File: config.mk
export PLATFORM = sky130hd
export DESIGN_NAME = latching_relay_pulse_sequencer
export DESIGN_NICKNAME = d
export VERILOG_FILES = /design/src/rtl/lrps_pkg.sv /design/src/rtl/latching_relay_pulse_sequencer.sv /design/src/rtl/lrps_cfg.sv /design/src/rtl/lrps_ctrl.sv /design/src/rtl/lrps_dp.sv
export SDC_FILE = /design/constraint.sdc
export NUM_CORES = 1
export LEC_CHECK = 0
export BUFFER_PORTS_ARGS = -buffer_cell sky130_fd_sc_hd__buf_2
export CORE_ASPECT_RATIO = 1.2
export CORE_MARGIN = 4
export CORE_UTILIZATION = 60
export DETAILED_ROUTE_END_ITERATION = 7
export MAX_ROUTING_LAYER = met4
export PLACE_DENSITY = 0.8
export SLEW_MARGIN = 20
export SYNTH_ARGS = -nofsm -noshare
export SYNTH_HDL_FRONTEND = slang
export SYNTH_SLANG_ARGS = --single-unit
File: constraint.sdc
create_clock -name clk -period 3.2 [get_ports clk]
set_input_delay 0.64 -clock clk [delete_from_list [all_inputs] [get_ports clk]]
set_output_delay 0.64 -clock clk [all_outputs]
set_load 0.005 [all_outputs]
File: src/rtl/lrps_pkg.sv
// Shared types and constants of the latching relay pulse sequencer.
`default_nettype none

package lrps_pkg;

    localparam int QUEUE_DEPTH_DEF = 32;
    localparam int DATA_W          = 32;
    localparam int ADDR_W          = 3;
    localparam int TICK_W          = 16;
    localparam int ENTRY_W         = 9;
    localparam int RELAY_NUM_W     = 8;
    localparam int PORT_W          = 8;
    localparam int RELAYS          = 4;
    localparam int QUEUED_W        = 5;

    localparam logic [TICK_W-1:0] PULSE_TICKS_RESET = 16'd400;

    // Register index (byte address / 4)
    localparam logic [ADDR_W-3:0] REG_PULSE_TICKS = 1'b0;

    typedef enum logic [1:0] {
        PH_IDLE,
        PH_PULSE,
        PH_GAP
    } phase_t;

    typedef enum logic [1:0] {
        ST_IDLE,
        ST_READ,
        ST_APPLY,
        ST_EMIT
    } ctrl_state_t;

    typedef struct packed {
        logic take;
        logic rd;
        logic apply;
        logic emit;
    } lrps_cmd_t;

    typedef struct packed {
        logic pop_req;
        logic out_free;
    } lrps_status_t;

endpackage

`default_nettype wire

File: src/rtl/latching_relay_pulse_sequencer.sv
// Top level of the latching relay pulse sequencer.
//
//  channel   direction  handshake            payload
//  input     in         in_valid / in_stall  mode, relay_number, switch_on
//  output    out        out_valid/out_stall  port_value, relay_state, accepted,
//                                            busy_res, queued
//  config    in         APB                  pulse_ticks at byte address 0
//
// A tick or a command that starts nothing goes from accept straight to the result;
// one that pops the command FIFO first passes the registered store read and apply.
// A waiting result holds in the output register; the next transaction is taken
// once it is handed over. Reset clears the FIFO pointers, timer, port and relay
// state at once; no clearing pass is needed.
`default_nettype none

module latching_relay_pulse_sequencer #(
    parameter int QUEUE_DEPTH = lrps_pkg::QUEUE_DEPTH_DEF
) (
    input  wire logic                               clk,
    input  wire logic                               rst_n,
    input  wire logic                               in_valid,
    output logic                                    in_stall,
    input  wire logic                               mode,
    input  wire logic [lrps_pkg::RELAY_NUM_W-1:0]   relay_number,
    input  wire logic [7:0]                         switch_on,
    output logic                                    out_valid,
    input  wire logic                               out_stall,
    output logic      [lrps_pkg::PORT_W-1:0]        port_value,
    output logic      [lrps_pkg::RELAYS-1:0]        relay_state,
    output logic                                    accepted,
    output logic                                    busy_res,
    output logic      [lrps_pkg::QUEUED_W-1:0]      queued,
    input  wire logic                               psel,
    input  wire logic                               penable,
    input  wire logic                               pwrite,
    input  wire logic [lrps_pkg::ADDR_W-1:0]        paddr,
    input  wire logic [lrps_pkg::DATA_W-1:0]        pwdata,
    output logic      [lrps_pkg::DATA_W-1:0]        prdata,
    output logic                                    pready
);
    import lrps_pkg::*;

    lrps_cmd_t         cmd;
    lrps_status_t      status;
    logic [TICK_W-1:0] pulse_ticks;

    lrps_cfg u_cfg (
        .clk         (clk),
        .rst_n       (rst_n),
        .psel        (psel),
        .penable     (penable),
        .pwrite      (pwrite),
        .paddr       (paddr),
        .pwdata      (pwdata),
        .prdata      (prdata),
        .pready      (pready),
        .pulse_ticks (pulse_ticks)
    );

    lrps_ctrl u_ctrl (
        .clk      (clk),
        .rst_n    (rst_n),
        .in_valid (in_valid),
        .in_stall (in_stall),
        .status   (status),
        .cmd      (cmd)
    );

    lrps_dp #(
        .QUEUE_DEPTH (QUEUE_DEPTH)
    ) u_dp (
        .clk          (clk),
        .rst_n        (rst_n),
        .cmd          (cmd),
        .status       (status),
        .pulse_ticks  (pulse_ticks),
        .mode         (mode),
        .relay_number (relay_number),
        .switch_on    (switch_on),
        .out_valid    (out_valid),
        .out_stall    (out_stall),
        .port_value   (port_value),
        .relay_state  (relay_state),
        .accepted     (accepted),
        .busy_res     (busy_res),
        .queued       (queued)
    );

endmodule

`default_nettype wire

File: src/rtl/lrps_cfg.sv
// APB register file holding pulse_ticks.
`default_nettype none

module lrps_cfg (
    input  wire logic                          clk,
    input  wire logic                          rst_n,
    input  wire logic                          psel,
    input  wire logic                          penable,
    input  wire logic                          pwrite,
    input  wire logic [lrps_pkg::ADDR_W-1:0]   paddr,
    input  wire logic [lrps_pkg::DATA_W-1:0]   pwdata,
    output logic      [lrps_pkg::DATA_W-1:0]   prdata,
    output logic                               pready,
    output logic      [lrps_pkg::TICK_W-1:0]   pulse_ticks
);
    import lrps_pkg::*;

    logic [TICK_W-1:0] pulse_ticks_reg;
    logic [TICK_W-1:0] pulse_ticks_next;
    logic              hit;

    assign hit    = (paddr[ADDR_W-1:2] == REG_PULSE_TICKS);
    assign pready = 1'b1;

    always_comb
    begin
        pulse_ticks_next = pulse_ticks_reg;
        if (psel && penable && pwrite && hit)
        begin
            pulse_ticks_next = pwdata[TICK_W-1:0];
        end
    end

    always_ff @(posedge clk or negedge rst_n)
    begin
        if (!rst_n)
        begin
            pulse_ticks_reg <= PULSE_TICKS_RESET;
        end
        else
        begin
            pulse_ticks_reg <= pulse_ticks_next;
        end
    end

    assign prdata      = hit ? DATA_W'(pulse_ticks_reg) : '0;
    assign pulse_ticks = pulse_ticks_reg;

endmodule

`default_nettype wire

File: src/rtl/lrps_ctrl.sv
// Sequencing controller: accept, memory read, apply, result hand-off.
`default_nettype none

module lrps_ctrl (
    input  wire logic                     clk,
    input  wire logic                     rst_n,
    input  wire logic                     in_valid,
    output logic                          in_stall,
    input  wire lrps_pkg::lrps_status_t   status,
    output lrps_pkg::lrps_cmd_t           cmd
);
    import lrps_pkg::*;

    ctrl_state_t state_reg;
    ctrl_state_t state_next;

    always_comb
    begin
        state_next = state_reg;
        case (state_reg)
            ST_IDLE:
            begin
                if (in_valid)
                begin
                    state_next = status.pop_req ? ST_READ : ST_EMIT;
                end
            end
            ST_READ:  state_next = ST_APPLY;
            ST_APPLY: state_next = ST_EMIT;
            ST_EMIT:
            begin
                if (status.out_free)
                begin
                    state_next = ST_IDLE;
                end
            end
            default:  state_next = ST_IDLE;
        endcase
    end

    always_comb
    begin
        cmd      = '0;
        in_stall = 1'b1;
        case (state_reg)
            ST_IDLE:
            begin
                in_stall = 1'b0;
                cmd.take = in_valid;
            end
            ST_READ:  cmd.rd    = 1'b1;
            ST_APPLY: cmd.apply = 1'b1;
            ST_EMIT:  cmd.emit  = status.out_free;
            default:  cmd       = '0;
        endcase
    end

    always_ff @(posedge clk or negedge rst_n)
    begin
        if (!rst_n)
        begin
            state_reg <= ST_IDLE;
        end
        else
        begin
            state_reg <= state_next;
        end
    end

endmodule

`default_nettype wire

File: src/rtl/lrps_dp.sv
// Datapath: command FIFO, pulse/gap timer, coil port, relay state, result register.
`default_nettype none

module lrps_dp #(
    parameter int QUEUE_DEPTH = lrps_pkg::QUEUE_DEPTH_DEF
) (
    input  wire logic                               clk,
    input  wire logic                               rst_n,
    input  wire lrps_pkg::lrps_cmd_t                cmd,
    output lrps_pkg::lrps_status_t                  status,
    input  wire logic [lrps_pkg::TICK_W-1:0]        pulse_ticks,
    input  wire logic                               mode,
    input  wire logic [lrps_pkg::RELAY_NUM_W-1:0]   relay_number,
    input  wire logic [7:0]                         switch_on,
    output logic                                    out_valid,
    input  wire logic                               out_stall,
    output logic      [lrps_pkg::PORT_W-1:0]        port_value,
    output logic      [lrps_pkg::RELAYS-1:0]        relay_state,
    output logic                                    accepted,
    output logic                                    busy_res,
    output logic      [lrps_pkg::QUEUED_W-1:0]      queued
);
    import lrps_pkg::*;

    localparam int PTR_W = $clog2(QUEUE_DEPTH);
    localparam int CNT_W = (PTR_W > QUEUED_W) ? PTR_W : QUEUED_W;
    localparam logic [PTR_W-1:0] LAST = PTR_W'(QUEUE_DEPTH - 1);

    logic [ENTRY_W-1:0] mem [QUEUE_DEPTH];
    logic [ENTRY_W-1:0] rd_data_reg;

    logic [PTR_W-1:0]  wr_ptr_reg, wr_ptr_next;
    logic [PTR_W-1:0]  rd_ptr_reg, rd_ptr_next;
    logic [PTR_W-1:0]  wr_inc, rd_inc;
    phase_t            phase_reg, phase_next;
    logic [TICK_W-1:0] tick_reg, tick_next;
    logic [RELAYS-1:0] relay_reg, relay_next;
    logic [PORT_W-1:0] port_reg, port_next;
    logic              acc_reg, acc_next;

    logic              out_valid_reg, out_valid_next;
    logic [PORT_W-1:0]   out_port_reg;
    logic [RELAYS-1:0]   out_relay_reg;
    logic                out_acc_reg;
    logic                out_busy_reg;
    logic [QUEUED_W-1:0] out_queued_reg;

    logic              full;
    logic              not_empty;
    logic              tick_end;
    logic              push;
    logic [CNT_W-1:0]  count;

    logic [RELAY_NUM_W-1:0] ent_rel;
    logic [RELAY_NUM_W-1:0] rel_m1;
    logic                   ent_on;
    logic                   rel_ok;
    logic [1:0]             rel_idx;

    assign wr_inc    = (wr_ptr_reg == LAST) ? '0 : wr_ptr_reg + PTR_W'(1);
    assign rd_inc    = (rd_ptr_reg == LAST) ? '0 : rd_ptr_reg + PTR_W'(1);
    assign full      = (wr_inc == rd_ptr_reg);
    assign not_empty = (wr_ptr_reg != rd_ptr_reg);
    assign tick_end  = (tick_reg <= TICK_W'(1));
    assign push      = cmd.take && !mode && !full;

    // A command while idle always leaves the FIFO non-empty, so it always pops.
    assign status.pop_req  = !mode ? (phase_reg == PH_IDLE)
                                   : (phase_reg == PH_GAP && tick_end && not_empty);
    assign status.out_free = !out_valid_reg || !out_stall;

    assign ent_rel = rd_data_reg[ENTRY_W-1:1];
    assign ent_on  = rd_data_reg[0];
    assign rel_m1  = ent_rel - RELAY_NUM_W'(1);
    assign rel_ok  = (ent_rel >= RELAY_NUM_W'(1)) && (ent_rel <= RELAY_NUM_W'(RELAYS));
    assign rel_idx = rel_m1[1:0];

    assign count = (wr_ptr_reg >= rd_ptr_reg)
                 ? CNT_W'(wr_ptr_reg) - CNT_W'(rd_ptr_reg)
                 : CNT_W'(wr_ptr_reg) + CNT_W'(QUEUE_DEPTH) - CNT_W'(rd_ptr_reg);

    always_comb
    begin
        wr_ptr_next = wr_ptr_reg;
        rd_ptr_next = rd_ptr_reg;
        phase_next  = phase_reg;
        tick_next   = tick_reg;
        relay_next  = relay_reg;
        port_next   = port_reg;
        acc_next    = acc_reg;

        if (cmd.take)
        begin
            acc_next = push;
            if (push)
            begin
                wr_ptr_next = wr_inc;
            end
            if (mode && phase_reg != PH_IDLE)
            begin
                if (!tick_end)
                begin
                    tick_next = tick_reg - TICK_W'(1);
                end
                else if (phase_reg == PH_PULSE)
                begin
                    port_next  = '0;
                    phase_next = PH_GAP;
                    tick_next  = pulse_ticks;
                end
                else if (!not_empty)
                begin
                    phase_next = PH_IDLE;
                    tick_next  = '0;
                end
            end
        end

        if (cmd.apply)
        begin
            rd_ptr_next = rd_inc;
            phase_next  = PH_PULSE;
            tick_next   = pulse_ticks;
            if (rel_ok)
            begin
                port_next = PORT_W'(1) << {rel_idx, ~ent_on};
                if (ent_on)
                begin
                    relay_next = relay_reg | (RELAYS'(1) << rel_idx);
                end
                else
                begin
                    relay_next = relay_reg & ~(RELAYS'(1) << rel_idx);
                end
            end
        end

        out_valid_next = cmd.emit ? 1'b1 : (out_valid_reg && out_stall);
    end

    always_ff @(posedge clk or negedge rst_n)
    begin
        if (!rst_n)
        begin
            wr_ptr_reg    <= '0;
            rd_ptr_reg    <= '0;
            phase_reg     <= PH_IDLE;
            tick_reg      <= '0;
            relay_reg     <= '0;
            port_reg      <= '0;
            acc_reg       <= 1'b0;
            out_valid_reg <= 1'b0;
        end
        else
        begin
            wr_ptr_reg    <= wr_ptr_next;
            rd_ptr_reg    <= rd_ptr_next;
            phase_reg     <= phase_next;
            tick_reg      <= tick_next;
            relay_reg     <= relay_next;
            port_reg      <= port_next;
            acc_reg       <= acc_next;
            out_valid_reg <= out_valid_next;
        end
    end

    // Command store: one write port, one registered read port.
    always_ff @(posedge clk)
    begin
        if (push)
        begin
            mem[wr_ptr_reg] <= {relay_number, (switch_on != 8'd0)};
        end
        if (cmd.rd)
        begin
            rd_data_reg <= mem[rd_ptr_reg];
        end
    end

    always_ff @(posedge clk)
    begin
        if (cmd.emit)
        begin
            out_port_reg   <= port_reg;
            out_relay_reg  <= relay_reg;
            out_acc_reg    <= acc_reg;
            out_busy_reg   <= (phase_reg != PH_IDLE);
            out_queued_reg <= count[QUEUED_W-1:0];
        end
    end

    assign out_valid   = out_valid_reg;
    assign port_value  = out_port_reg;
    assign relay_state = out_relay_reg;
    assign accepted    = out_acc_reg;
    assign busy_res    = out_busy_reg;
    assign queued      = out_queued_reg;

endmodule

`default_nettype wire

==> results of run 1 <==
-- worst register-to-register path: cells and delay by family (launching register included) --
family / cells / cell delay, ns
adder cells (fa/ha/maj): 2 / 0.54
buffers and inverters: 3 / 0.54
AO/OA/AOI/OAI: 1 / 0.20
AND/OR/NAND/NOR: 3 / 0.53
flip-flops: 1 / 0.38
XOR/XNOR: 1 / 0.48
multiplexers: 1 / 0.14
-- cell type report --
type | count | area, sq um | share of cell area, %
Sequential cell | 376 | 11000 | 61.8
Timing Repair Buffer | 136 | 866 | 4.86
Inverter | 24 | 90.1 | 0.506
Clock buffer | 44 | 941 | 5.28
Multi-Input combinational cell | 451 | 4350 | 24.4
Tap cell | 330 | 413 | 2.32
Clock inverter | 19 | 148 | 0.829
-- per-stage QoR --
| step | hold WS, ns | utilization, % |
|---|---|---|
| after global placement | 0.432 | 65.0 |
| after CTS | 0.139 | 69.3 |
| final | 0.133 | 69.5 |
| after detailed placement | 0.436 | 65.0 |
| after floorplan | 0.344 | - |
| after global routing | 0.154 | 69.5 |
-- cells by family (layout without fill, tap and decap cells) --
kind of cell	after synthesis	after routing	share of synthesized area, %
flip-flops	376	376	69.9
AND/OR/NAND/NOR	172	172	5.53
multiplexers	117	117	14.1
AO/OA/AOI/OAI	112	112	5.19
buffers and inverters	83	223	2.74
adder cells (fa/ha/maj)	24	24	1.96
XOR/XNOR	9	9	0.501
other	2	17	0.0478
-- power by group through the flow --
stage          logic (mW)  clock network [mW]  registers (mW)
2_1_floorplan        3.15                   0            6.19
3_3_place_gp         4.13                   0            6.24
3_5_place_dp         4.25                   0            6.26
4_1_cts              4.30                4.02            6.17
5_1_grt              4.68                4.25            6.22
6_report             4.28                3.97            6.18
-- cells in the final DEF (no fill, tap or decap), drive strengths merged, types with 8 or more instances in the layout --
cell type	n
edfxtp	316
mux2i	11
ha	23
clkbuf	44
o21a	10
nor2	58
o21ai	19
a21oi	15
inv	25
buf	136
nor3	11
a22o	8
clkinv	16
nor4	9
dfrtp	57
o2bb2ai	11
nand3	10
a32oi	16
mux2	25
conb	17
mux4	81
nor2b	19
nand2	35
-- worst max path at each step --
stage                                    end  slack [ns]  depth (start not counted)                            from
2_1_floorplan  u_dp.tick_reg[10]$_DFFE_PN0P_        0.39                         11  u_dp.rd_ptr_reg[1]$_DFFE_PN0P_
3_3_place_gp       u_dp.mem[10][0]$_DFFE_PP_        0.13                          9  u_dp.wr_ptr_reg[0]$_DFFE_PN0P_
3_5_place_dp       u_dp.mem[23][5]$_DFFE_PP_        0.03                          9  u_dp.wr_ptr_reg[0]$_DFFE_PN0P_
4_1_cts            u_dp.mem[23][3]$_DFFE_PP_       0.007                          9  u_dp.wr_ptr_reg[0]$_DFFE_PN0P_
5_1_grt            u_dp.mem[24][1]$_DFFE_PP_        0.05                         11  u_dp.wr_ptr_reg[0]$_DFFE_PN0P_
6_report           u_dp.mem[24][4]$_DFFE_PP_        0.12                         11  u_dp.wr_ptr_reg[0]$_DFFE_PN0P_
-- metal layers --
| layer | share of wire [%] | vias up |
|---|---|---|
| met2 | 54 | 326 |
| met3 | 5.4 | 49 |
| met1 | 39 | 4373 |
| met5 | 0 | - |
| li1 | - | 3763 |
| met4 | 2.0 | 0 |
-- what timing repair did --
action                                  in CTS  in global routing
hold buffers                                 0                  0
buffers inserted                             0                  7
endpoints found under the setup margin       0                288
==> results by stage, run 1 <==
Global route:
- The global routing met1 resource utilization is 29.7%.
- The number of global-route vias before repair is 8692.
- The total congestion overflow is 0.
- The total global routing track utilization is a little under a quarter.
- Entering global routing, the biggest net connects 77 pins.
- The initial antenna violation count was 0.
- The met3 usage in global routing is between 2 and 3%.
- met2 is the most crowded layer.
- The routing usage on met2 is between 30% and 40%.
- The global-route wire length before repair is 49.5 mm.

Clocking:
- The number of instances resized during post-cts repair is 0.
- The TritonCTS clock tree is done.
- The clock drives between 300 and 400 sinks.
- After clock tree synthesis, the clock-pin slew on the worst setup and hold paths is about 0.060 ns.
- The TritonCTS buffer count is 36.
- No sink is reached through more buffers than the 3 on the longest clock path.
- The later pin in the worst-skew pair is clocked with a latency of 0.52 ns.
- The H-tree was split into 2 levels.
- The tree is rooted in a sky130_fd_sc_hd__clkbuf_16.

Detailed routing:
- The routed design has 31.8 mm of wire.
- The residual DRC count is 0.
- In this run, the number of DRC markers left after iteration 0 of detailed routing was 893.
- The first detailed-routing pass ran for 5 iterations.
- The number of antenna-violating nets in the routed design is 0.
- The routed length per placed instance is around 23 um.
- The ratio of routed vias to standard cells is 6.17.
- Across all layers, the routed design uses 8511 vias.

Timing:
- The final clock period utilization by the worst path is 96.3%.
- The number of hold violations in the final report is 0.
- The worst slew slack as a fraction of its limit is about a third.
- The final critical-path setup slack is 0.120 ns.
- Setup violations remaining at the end of the flow were counted as 0.
- Setup repair after global routing left no endpoint under its margin.
- At the pin with the least slew margin, the transition time is roughly 0.98 ns.
- Static timing analysis puts the maximum clock frequency at 325 MHz.
- Between clock sinks in the finished design, the worst skew comes to ~0.020 ns.
- The max-slew violation count is 0.
- The setup TNS after final layout is 0 ns.
- The minimum period implied by the final worst setup slack is about 3.1 ns.

Critical path:
- The critical path's top delay family is adder cells.
- The worst-case register-to-register setup slack is 0.12 ns.
- In this design, the critical path's most frequently occurring cell is sky130_fd_sc_hd__buf_4.
- The signal arrival time at the worst endpoint is 3.30 ns.
- Together, buffers and inverters on the worst path number 3.
- The worst reg2reg path startpoint is u_dp.wr_ptr_reg[0]$_DFFE_PN0P_.
- The delay contributed by the slowest stage of the critical path is approximately 0.48 ns.
- STA classifies the critical path startpoint as a flop.
- The data required time at the worst endpoint is around 3.4 ns.
- For this design, the slowest cell found on the critical path is sky130_fd_sc_hd__xnor2_1.
- The endpoint class of the critical path is a flop.
- Of all nets on the critical path, the largest fanout is 9.
- The signal on the critical path passes through ha_1, and3_1, ha_1, nor2_1, mux2i_1, xnor2_1, o211ai_1, buf_4, buf_4, nor2_1, buf_4.
- The capturing point of the worst reg2reg path is u_dp.mem[24][4]$_DFFE_PP_.
- The number of cell instances on the worst register-to-register path is 11.
- The category of the most critical setup path is flop to flop.

Place:
- The placement-stage worst setup slack is around 0.035 ns.
- The HPWL reported at the end of detailed placement is around 20 mm.
- The count of buffers added on input and output ports is 77.
- The congestion estimate from routability-driven global placement came to 0.924.
- Once placement finished, the instance area stood at approximately 0.017 sq mm.
- The number of placed instances, taps included is roughly 1300.

Synthesis:
- The number of synthesized flops with an enable pin is 316.
- The top cell type by total area after synthesis is sky130_fd_sc_hd__edfxtp_1.
- The part of the Yosys area used for sequential elements is a little over two thirds.
- In the synthesized netlist, the number of instances is between 800 and 900.
- A synthesized cell averages 17.6 sq um.
- By count the netlist is led by sky130_fd_sc_hd__edfxtp_1, sky130_fd_sc_hd__mux4_2, sky130_fd_sc_hd__nor2_1.
- Yosys printed 0 warnings.
- After synthesis, the share of flip-flops with an asynchronous set or reset is 16.0%.
- The proportion of netlist area held by the largest area contributor is between 60 and 70%.
- sky130_fd_sc_hd__edfxtp_1 is the most common cell in the netlist.
- Sorting the synthesized cells by area gives the leading types as sky130_fd_sc_hd__edfxtp_1, sky130_fd_sc_hd__mux4_2, sky130_fd_sc_hd__dfrtp_1, sky130_fd_sc_hd__ha_1, sky130_fd_sc_hd__mux2_2.
- The distinct cell type count of the synthesized netlist is 62.
- For this run, the leading register cell type out of synthesis is sky130_fd_sc_hd__edfxtp_1.
- The mapped netlist covers ~0.016 sq mm.
- Counting flops and latches in the post-synthesis netlist gives 376.

Finish:
- The register with the most flip-flops in the layout has ~290 of them.
- The finished layout holds around 1400 standard cells, fillers aside.
- The number of antenna diodes in the final layout is 0.
- In the final layout, the share of cells above drive strength 1 is 29.0%.
- Counting the fill cells in the layout gives around 1600.
- The total non-filler cell area in the finished layout is roughly 0.018 sq mm.
- The layout net count is roughly 1100.
- The synthesis-to-finish area growth is 13.3%.

Power and ir drop:
- In this run the power density over the cells is approximately 800 mW/mm^2.
- The worst vdd rail ir drop is approximately 0.66 mV.
- For this design the total switching power over the nets is roughly 4.4 mW.
- The internal power contribution is between 10 and 15 mW.
- In this run switching power makes up between 30% and 40% of total power.
- The design draws 14.4 mW.
- In this run the static leakage power is approximately 6.3 nW.
- Per report_power, the sequential group accounts for a little over two fifths of the total.
- The part of the power in the clock network is roughly 28%.
- Per report_power, the combinational group accounts for between 20 and 30% of the total.

Run:
- The tool flagged a number of max-cap violations equal to 0.

Worst hold path:
- The path class of the tightest hold or removal check is primary input to async pin.

Floorplanning:
- The die width is approximately 160 um.
- After floorplanning, the core was divided into 64 placement rows.
- The region available for standard cell placement spans roughly 0.026 sq mm.
- Once the floorplan was initialized, standard cells occupied between 60 and 70% of the core.
- In this run the vertical extent of the chip is 185 um.
- The die covers a little under 0.03 sq mm.
- In this run the count of I/O pins placed on the die edge is between 100 and 150.

Run status:
- The flow ran to the end, and the final reports show no timing, DRC or antenna violations.
Note: power is estimated with default switching activity, not from simulation.
==> inputs of run 2 (changes only) <==
Settings changed: CORE_ASPECT_RATIO 1.2 to 0.8.
==> run 2 against run 1 <==
Sequential share of layout area decreased by 0.59 points; sequential power about the same; maximum frequency is 3.1% higher; routed wire length up 2.9%; via count hardly changed; non-clock buffer count did not move; sequential cell count is the same; largest power group unchanged; total power grew 3.0%; critical path type unchanged; worst hold slack better by 0.14 ns; die area about the same; critical path depth down 1; register-to-register slack improved by 0.09 ns.
==> results by stage, run 2 (synthesis gave the netlist of run 1 again) <==
Run status:
- Result of the run: complete, no violations (unchanged).

Timing:
- The maximum operating frequency is 335 MHz (was 325 MHz).
- The minimum period implied by the final worst setup slack is 2.99 ns (was 3.08 ns).
- The transition time of the tightest slew-check pin came to 0.791 ns (was 0.981 ns).
- The max-slew violation count is 0 (unchanged).
- RSZ-0062 raised after global routing: no (unchanged).
- The setup clock skew after layout is 0.0192 ns (was 0.0202 ns).
- The final clock period utilization by the worst path was 93.4% (was 96.3%).
- The setup TNS after final layout is 0 ns (unchanged).
- The worst slew slack as a fraction of its limit was 47.3% (was 34.6%).
- The number of hold violations in the final report is 0 (unchanged).
- The final setup violation count was 0 (unchanged).

Power and ir drop:
- The combinational share of power was 29.6% (was 29.7%).
- The reported net switching power is 4.47 mW (was 4.35 mW).
- The part of the power in the clock network was 28.7% (was 27.5%).
- The relative contribution of sequential cells to total power is 41.7% (was 42.8%).
- The leakage power came to 6.40 nW (was 6.33 nW).
- The internal power contribution is 10.4 mW (was 10.1 mW).
- The fraction of power spent switching nets is 30.0% (was 30.2%).
- The total power density per cell area is 826 mW/mm^2 (was 810 mW/mm^2).
- The worst vdd rail ir drop came to 0.528 mV (was 0.660 mV).

Detailed routing:
- The number of design-rule violations left by the first detailed-router iteration is 948 (was 893).
- The met3 wire length came to 2.81 mm (was 1.72 mm).
- The met1 wire length came to 13.7 mm (was 12.4 mm).
- The number of antenna-violating nets in the routed design came to 0 (unchanged).
- The ratio of routed vias to standard cells is 6.07 (was 6.17).
- The routed length per placed instance was 23.3 um (was 23.0 um).
- The residual DRC count was 0 (unchanged).
- The highest layer used for signal routing is met4 (unchanged).
- The sum of met2 wire segment lengths after detailed routing is 15.3 mm (was 17.0 mm).
- The via total after detailed routing was 8510 (was 8511).
- The sum of routed wire length over all layers is 32.7 mm (was 31.8 mm).
- The number of detailed-route iterations in the first pass was 5 (unchanged).

Global route:
- The total congestion overflow is 0 (unchanged).
- The number of global-route vias before repair is 8512 (was 8692).
- The maximum number of pins on one net before global-route repair was 61 (was 77).
- The total global routing track utilization is 23.6% (was 23.0%).
- The initial antenna violation count is 0 (unchanged).
- The global-route wire length before repair is 50.6 mm (was 49.5 mm).

Critical path:
- The critical path startpoint category is a flop (unchanged).
- The capturing point of the worst reg2reg path is u_dp.mem[3][3]$_DFFE_PP_ (was u_dp.mem[24][4]$_DFFE_PP_).
- The master of the slowest instance on the critical path is sky130_fd_sc_hd__o211ai_1 (was sky130_fd_sc_hd__xnor2_1).
- The endpoint class of the critical path was a flop (unchanged).
- The category of the most critical setup path is flop to flop (unchanged).
- The signal arrival time at the worst endpoint came to 3.26 ns (was 3.30 ns).
- The worst reg2reg path startpoint is u_dp.wr_ptr_reg[0]$_DFFE_PN0P_ (unchanged).
- The delay contributed by the slowest stage of the critical path is 0.41 ns (was 0.48 ns).
- The data required time at the worst endpoint came to 3.48 ns (was 3.42 ns).
- The buffer and inverter count on the worst path is 2 (was 3).
- The worst-case register-to-register setup slack was 0.21 ns (was 0.12 ns).
- The number of cell instances on the worst register-to-register path came to 10 (was 11).
- The critical path's top delay family is simple AND/OR/NAND/NOR gates (was adder cells).
- Cells along the critical path: ha_1, and3_1, ha_1, xor2_1, nor3_1, nand3_2, o211ai_1, buf_4, nor2_1, buf_4 (was ha_1, and3_1, ha_1, nor2_1, mux2i_1, xnor2_1, o211ai_1, buf_4, buf_4, nor2_1, buf_4).
- The largest driver fanout on the critical path is 9 (unchanged).

Clocking:
- The number of buffers on the longest clock path is 3 (unchanged).
- The later-pin clock latency in the skew report is 0.53 ns (was 0.52 ns).
- The TritonCTS buffer count was 37 (was 36).
- The number of levels in the clock H-tree is 2 (unchanged).
- The TritonCTS clock tree is done (unchanged).
- The clock tree root driver cell is sky130_fd_sc_hd__clkbuf_16 (unchanged).
- The clock transition time at the flip-flop clock pins of the worst setup and hold paths is 0.06 ns (about the same).
- The clock net sink count is 376 (unchanged).

Floorplanning:
- The die width is 189 um (was 156 um).
- The area enclosed by the die boundary is 0.0289 sq mm (about the same).
- The vertical die dimension was 153 um (was 185 um).
- The initial cell density of the core was 61.5% (was 61.3%).
- The top-level port count is 113 (unchanged).
- The site row count is 52 (was 64).
- The floorplan core area is 0.0256 sq mm (about the same).

Place:
- The routability congestion estimate is 0.904 (was 0.924).
- The number of port buffers was 77 (unchanged).
- The HPWL reported at the end of detailed placement is 20.3 mm (was 19.8 mm).

Worst hold path:
- The type of the tightest min-delay check is primary input to async pin (unchanged).

Finish:
- The most frequent standard cell in the layout excluding fill and tap cells was sky130_fd_sc_hd__edfxtp_1 (unchanged).
- The layout net count is 1109 (was 1108).
- The antenna diode instance count is 0 (unchanged).
- The share of cells above drive strength 1 is 30.3% (was 29.0%).
- Most frequent cells in the layout: sky130_fd_sc_hd__edfxtp_1, sky130_fd_sc_hd__mux4_2, sky130_fd_sc_hd__buf_2, sky130_fd_sc_hd__nor2_1, sky130_fd_sc_hd__dfrtp_1 (was sky130_fd_sc_hd__edfxtp_1, sky130_fd_sc_hd__mux4_2, sky130_fd_sc_hd__buf_2, sky130_fd_sc_hd__nor2_1, sky130_fd_sc_hd__buf_4).
- The synthesis-to-finish area growth is 14.4% (was 13.3%).
- The share of the core filled with cells was 70.3% (was 69.5%).
- The number of flip-flops in the largest register was 288 (unchanged).

Run:
- The max-cap check violation count was 0 (unchanged).
[run 2: changes by cell type in the layout (fill, tap and decap cells not counted), sizes merged]
| cell | previous run | this run |
|---|---|---|
| clkbuf | 44 | 45 |
| bufinv | 2 | 4 |
| clkinv | 16 | 12 |
| clkinvlp | 0 | 1 |
| inv | 25 | 27 |
[run 2: final cells by class]
type | instances | area (sq um)
inverters | 24 | 90.1
multi-input cells | 451 | 4380
flip-flops and latches | 376 | 11000
clock inverters | 20 | 206
fillers | 1563 | 7580
clock buffers | 45 | 976
repair buffers | 136 | 891
well taps | 351 | 439
[run 2: how the worst max path moves through the flow]
stage,cells past startpoint,slack (ns),to,startpoint
floorplan,11,0.39,u_dp.tick_reg[10]$_DFFE_PN0P_,u_dp.rd_ptr_reg[1]$_DFFE_PN0P_
global placement,9,0.1,u_dp.mem[10][1]$_DFFE_PP_,u_dp.wr_ptr_reg[0]$_DFFE_PN0P_
detailed placement,8,0.03,u_dp.mem[25][4]$_DFFE_PP_,u_dp.wr_ptr_reg[0]$_DFFE_PN0P_
CTS,8,0.01,u_dp.mem[25][1]$_DFFE_PP_,u_dp.wr_ptr_reg[0]$_DFFE_PN0P_
global route,10,0.02,u_dp.mem[3][3]$_DFFE_PP_,u_dp.wr_ptr_reg[0]$_DFFE_PN0P_
finish,10,0.21,u_dp.mem[3][3]$_DFFE_PP_,u_dp.wr_ptr_reg[0]$_DFFE_PN0P_
[run 2: power by group through the flow]
stage	Sequential (mW)	Combinational (mW)	Clock [mW]
final	6.20	4.41	4.26
after global routing	6.26	4.76	4.55
after CTS	6.19	4.39	4.34
after global placement	6.27	4.23	0
after detailed placement	6.28	4.34	0
after floorplan	6.19	3.15	0
[run 2: repair_timing]
| action | CTS | global route |
|---|---|---|
| resized for setup | 0 | 5 |
| hold endpoints to repair | 0 | 0 |
| endpoints found under the setup margin | 0 | 50 |
| buffers inserted | 0 | 1 |
| hold buffers | 0 | 0 |
[run 2: metal layers]
layer  vias up  GRT usage [%]
met3        63           4.76
met4         0           6.97
met2       392           34.1
met5         -              -
li1       3773              -
met1      4282           35.0
[run 2: through the flow]
step | hold slack [ns] | std cells | cell area [sq um] | power [mW] | setup WS [ns]
final | 0.273 | 1403 | 18000 | 14.9 | 0.213
after detailed placement | 0.436 | 1337 | 16800 | 10.6 | 0.0315
after global placement | 0.431 | 1337 | 16800 | 10.5 | 0.0994
after global routing | 0.340 | 1403 | 18000 | 15.6 | 0.0186
after floorplan | 0.344 | 910 | 15800 | 9.33 | 0.388
after CTS | 0.297 | 1402 | 18000 | 14.9 | 0.0109
==> inputs of run 3 (changes only) <==
Settings changed: ABC_AREA set to 1.
==> run 3 against run 2 <==
Sequential power increased by 1%; global-route usage up 2.2 points; combinational power increased by 23%; utilization decreased by 0.58 points; setup slack better by 0.15 ns; design area is 3.4% higher; critical path depth increased by 4; via count grew 37%; die area grew 4.5%; highest routed layer unchanged.
==> results by stage, run 3 <==
Finish:
- The antenna diode instance count is 0 (unchanged).
- The number of filler cells placed in the layout is 1890 (was 1563).
- The synthesis-to-finish area growth is 12.9% (was 14.4%).
- The share of cells above drive strength 1 is 12.7% (was 30.3%).
- The area taken by flip-flops and latches was 0.0110 sq mm (about the same).
- The area taken by multi-input logic gates came to 0.00482 sq mm (was 0.00438 sq mm).
- The layout net count is 1741 (was 1109).
- Most frequent cells in the layout: sky130_fd_sc_hd__nand2_1, sky130_fd_sc_hd__edfxtp_1, sky130_fd_sc_hd__nand3_1, sky130_fd_sc_hd__nor2_1, sky130_fd_sc_hd__a21oi_1 (was sky130_fd_sc_hd__edfxtp_1, sky130_fd_sc_hd__mux4_2, sky130_fd_sc_hd__buf_2, sky130_fd_sc_hd__nor2_1, sky130_fd_sc_hd__dfrtp_1).
- The non-filler instance count after layout is 2044 (was 1403).
- The number of flip-flops in the largest register came to 288 (unchanged).
- The most frequent standard cell in the layout excluding fill and tap cells is sky130_fd_sc_hd__nand2_1 (was sky130_fd_sc_hd__edfxtp_1).

Critical path:
- The signal arrival time at the worst endpoint is 3.08 ns (was 3.26 ns).
- The category of the most critical setup path is flop to flop (unchanged).
- Cells along the critical path: ha_1, nand2_1, nor2_1, ha_1, inv_1, nand2_1, nor2_1, nand2_1, nand2_1, a21oi_1, nand2_2, nand3_2, nor2_1, buf_4 (was ha_1, and3_1, ha_1, xor2_1, nor3_1, nand3_2, o211ai_1, buf_4, nor2_1, buf_4).
- The critical path's top delay family is simple AND/OR/NAND/NOR gates (unchanged).
- The delay contributed by the slowest stage of the critical path was 0.45 ns (was 0.41 ns).
- The master of the slowest instance on the critical path is sky130_fd_sc_hd__dfrtp_1 (was sky130_fd_sc_hd__o211ai_1).
- The critical path startpoint category is a flop (unchanged).
- The largest driver fanout on the critical path was 10 (was 9).
- The data required time at the worst endpoint is 3.44 ns (was 3.48 ns).
- The cell repeated most along the worst path is sky130_fd_sc_hd__nand2_1.
- The buffer and inverter count on the worst path is 2 (unchanged).
- The endpoint class of the critical path is a flop (unchanged).

Global route:
- The global routing met1 resource utilization was 35.6% (was 35.0%).
- The total congestion overflow is 0 (unchanged).
- The number of global-route vias before repair is 11206 (was 8512).
- The initial antenna violation count is 0 (unchanged).
- The peak-usage layer in the global routing report is met2 (was met1).
- The global-route wire length before repair was 60.4 mm (was 50.6 mm).
- The maximum number of pins on one net before global-route repair is 93 (was 61).
- The total global routing track utilization came to 25.8% (was 23.6%).
- The met3 usage in global routing is 4.04% (was 4.76%).
- The routing usage on met2 is 41.2% (was 34.1%).

Synthesis:
- The leading cell type by number of instances after synthesis is sky130_fd_sc_hd__nand2_1 (was sky130_fd_sc_hd__edfxtp_1).
- The total standard cell area after synthesis is 0.0165 sq mm (was 0.0157 sq mm).
- The count of state elements after synthesis came to 376 (unchanged).
- The distinct cell type count of the synthesized netlist is 37 (was 62).
- The primary flip-flop cell chosen by synthesis mapping is sky130_fd_sc_hd__edfxtp_1 (unchanged).
- The top cell type by total area after synthesis was sky130_fd_sc_hd__edfxtp_1 (unchanged).
- Leading cell types by count after synthesis: sky130_fd_sc_hd__nand2_1, sky130_fd_sc_hd__edfxtp_1, sky130_fd_sc_hd__nand3_1 (was sky130_fd_sc_hd__edfxtp_1, sky130_fd_sc_hd__mux4_2, sky130_fd_sc_hd__nor2_1).
- Cells taking the most area after synthesis: sky130_fd_sc_hd__edfxtp_1, sky130_fd_sc_hd__nand2_1, sky130_fd_sc_hd__dfrtp_1, sky130_fd_sc_hd__nand3_1, sky130_fd_sc_hd__nor2_1 (was sky130_fd_sc_hd__edfxtp_1, sky130_fd_sc_hd__mux4_2, sky130_fd_sc_hd__dfrtp_1, sky130_fd_sc_hd__ha_1, sky130_fd_sc_hd__mux2_2).
- The count of synthesis-stage warnings from yosys is 0 (unchanged).
- The number of synthesized flops with an enable pin is 316 (unchanged).
- The post-synthesis instance total is 1565 (was 895).
- The mean area per synthesized cell is 10.5 sq um (was 17.6 sq um).
- The part of the Yosys area used for sequential elements is 66.8% (was 69.9%).
- The fraction of registers with async set/reset is 16.0% (unchanged).
- The proportion of netlist area held by the largest area contributor is 57.6% (was 60.4%).

Clocking:
- The clock transition time at the flip-flop clock pins of the worst setup and hold paths is 0.07 ns (was 0.06 ns).
- The number of buffers on the longest clock path was 3 (unchanged).
- The count of buffers added by post-CTS timing repair for setup is 0 (unchanged).
- The number of hold buffers added after CTS is 0 (unchanged).
- The clock tree root driver cell is sky130_fd_sc_hd__clkbuf_16 (unchanged).
- The TritonCTS buffer count is 37 (unchanged).
- The later-pin clock latency in the skew report was 0.52 ns (was 0.53 ns).
- The number of levels in the clock H-tree is 2 (unchanged).
- The clock net sink count is 376 (unchanged).
- The number of instances resized during post-cts repair came to 0 (unchanged).
- The TritonCTS clock tree was done (unchanged).

Timing:
- The final setup violation count is 0 (unchanged).
- The final clock period utilization by the worst path was 88.7% (was 93.4%).
- RSZ-0062 raised after global routing: no (unchanged).
- The number of hold violations in the final report is 0 (unchanged).
- The minimum period implied by the final worst setup slack was 2.84 ns (was 2.99 ns).
- The setup TNS after final layout came to 0 ns (unchanged).
- The setup clock skew after layout is 0.0176 ns (was 0.0192 ns).
- The transition time of the tightest slew-check pin is 0.947 ns (was 0.791 ns).
- The maximum operating frequency is 352 MHz (was 335 MHz).
- The worst slew slack as a fraction of its limit is 36.9% (was 47.3%).
- The max-slew violation count is 0 (unchanged).

Power and ir drop:
- The leakage power is 7.49 nW (was 6.40 nW).
- The part of the power in the clock network is 27.8% (was 28.7%).
- The reported net switching power is 5.92 mW (was 4.47 mW).
- The internal power contribution was 10.3 mW (was 10.4 mW).
- The combinational share of power came to 33.5% (was 29.6%).
- The relative contribution of sequential cells to total power came to 38.7% (was 41.7%).
- The fraction of power spent switching nets is 36.6% (was 30.0%).
- The total power density per cell area is 870 mW/mm^2 (was 826 mW/mm^2).
- The worst vdd rail ir drop is 0.532 mV (was 0.528 mV).

Floorplanning:
- The top-level port count is 113 (unchanged).
- The initial cell density of the core is 61.8% (was 61.5%).
- The floorplan core area is 0.0267 sq mm (was 0.0256 sq mm).
- The die width is 193 um (was 189 um).
- The site row count is 53 (was 52).
- The vertical die dimension is 156 um (was 153 um).
- The area enclosed by the die boundary is 0.0302 sq mm (was 0.0289 sq mm).

Detailed routing:
- The sum of routed wire length over all layers is 37.9 mm (was 32.7 mm).
- The number of detailed-route iterations in the first pass came to 8 (was 5).
- The ratio of routed vias to standard cells came to 5.71 (was 6.07).
- The residual DRC count is 0 (unchanged).
- The via total after detailed routing is 11674 (was 8510).
- The number of antenna-violating nets in the routed design came to 0 (unchanged).
- The routed length per placed instance is 18.6 um (was 23.3 um).
- The number of design-rule violations left by the first detailed-router iteration was 1353 (was 948).

Place:
- The routability congestion estimate came to 0.911 (was 0.904).
- The number of placed instances, taps included is 1975 (was 1337).
- The HPWL reported at the end of detailed placement is 23.4 mm (was 20.3 mm).
- The number of port buffers was 77 (unchanged).

Run status:
- Result of the run: complete, no violations (unchanged).

Worst hold path:
- The type of the tightest min-delay check is primary input to async pin (unchanged).

Run:
- The max-cap check violation count is 0 (unchanged).
[run 3: cell types whose count changed in the layout (fill, tap and decap cells not counted), moves of 9 or more]
| cell | previous run | this run |
|---|---|---|
| sky130_fd_sc_hd__a21oi_1 | 13 | 83 |
| sky130_fd_sc_hd__o2bb2ai_1 | 11 | 0 |
| sky130_fd_sc_hd__mux2_2 | 25 | 0 |
| sky130_fd_sc_hd__nor2_1 | 55 | 133 |
| sky130_fd_sc_hd__a32oi_1 | 16 | 0 |
| sky130_fd_sc_hd__mux2i_1 | 11 | 0 |
| sky130_fd_sc_hd__mux4_2 | 81 | 0 |
| sky130_fd_sc_hd__nand3_1 | 9 | 219 |
| sky130_fd_sc_hd__o21a_1 | 10 | 0 |
| sky130_fd_sc_hd__nand2_1 | 34 | 489 |
| sky130_fd_sc_hd__nand4_1 | 3 | 12 |
| sky130_fd_sc_hd__o31ai_1 | 0 | 9 |
| sky130_fd_sc_hd__nor2b_1 | 19 | 0 |
| sky130_fd_sc_hd__inv_1 | 24 | 59 |
[run 3: layout make-up]
cell class	count	area share [%]
Inverter	62	1.26
Multi-Input combinational cell	1049	25.9
Timing Repair Buffer	132	4.51
Sequential cell	376	59.1
Tap cell	357	2.40
Clock buffer	50	5.63
Clock inverter	18	1.14
[run 3: power by group through the flow]
| stage | combinational (mW) | sequential [mW] | clock [mW] |
|---|---|---|---|
| 6_report | 5.42 | 6.26 | 4.50 |
| 3_5_place_dp | 5.32 | 6.35 | 0 |
| 5_1_grt | 6.06 | 6.31 | 4.77 |
| 2_1_floorplan | 3.86 | 6.24 | 0 |
| 4_1_cts | 5.38 | 6.25 | 4.53 |
| 3_3_place_gp | 5.17 | 6.33 | 0 |
[run 3: per-layer routing]
metal / wire, um / vias up
met5: 0 / -
li1: - / 5489
met4: 791 / 0
met3: 3070 / 68
met1: 16100 / 5583
met2: 18000 / 534
[run 3: through the flow]
stage	instance area [sq um]	setup slack, ns	utilization [%]	hold slack [ns]	total power, mW
6_report	18600	0.361	69.8	0.197	16.2
5_1_grt	18600	0.129	69.8	0.238	17.1
4_1_cts	18600	0.385	69.7	0.202	16.2
3_5_place_dp	17300	0.400	65.0	0.432	11.7
3_3_place_gp	17300	0.378	65.0	0.436	11.5
2_1_floorplan	16500	0.696	-	0.344	10.1
[run 3: kinds of logic after synthesis]
group,Yosys count,share of synthesized area [%]
simple gates,886,22.9
fa+ha+maj,24,1.87
compound gates,115,3.73
other cells,2,0.0456
flops,376,66.8
xor+xnor,7,0.372
buf+inv,155,4.33
[run 3: path summary, 6_finish.rpt]
path,cells after the start,end,from,slack [ns]
setup / recovery,14,u_dp.mem[24][0]$_DFFE_PP_,u_dp.wr_ptr_reg[0]$_DFFE_PN0P_,0.36
hold / removal,1,u_dp.port_reg[3]$_DFF_PN0_,rst_n,0.20
setup reg to reg,14,u_dp.mem[24][0]$_DFFE_PP_,u_dp.wr_ptr_reg[0]$_DFFE_PN0P_,0.36
hold reg to reg,0,u_dp.port_value[3]$_DFFE_PP_,u_dp.port_reg[3]$_DFF_PN0_,0.46
max in group asynchronous,2,u_cfg.pulse_ticks[4]$_DFFE_PN1P_,rst_n,2.29
min in group clk,3,u_cfg.pulse_ticks[4]$_DFFE_PN1P_,pwdata[4],0.36
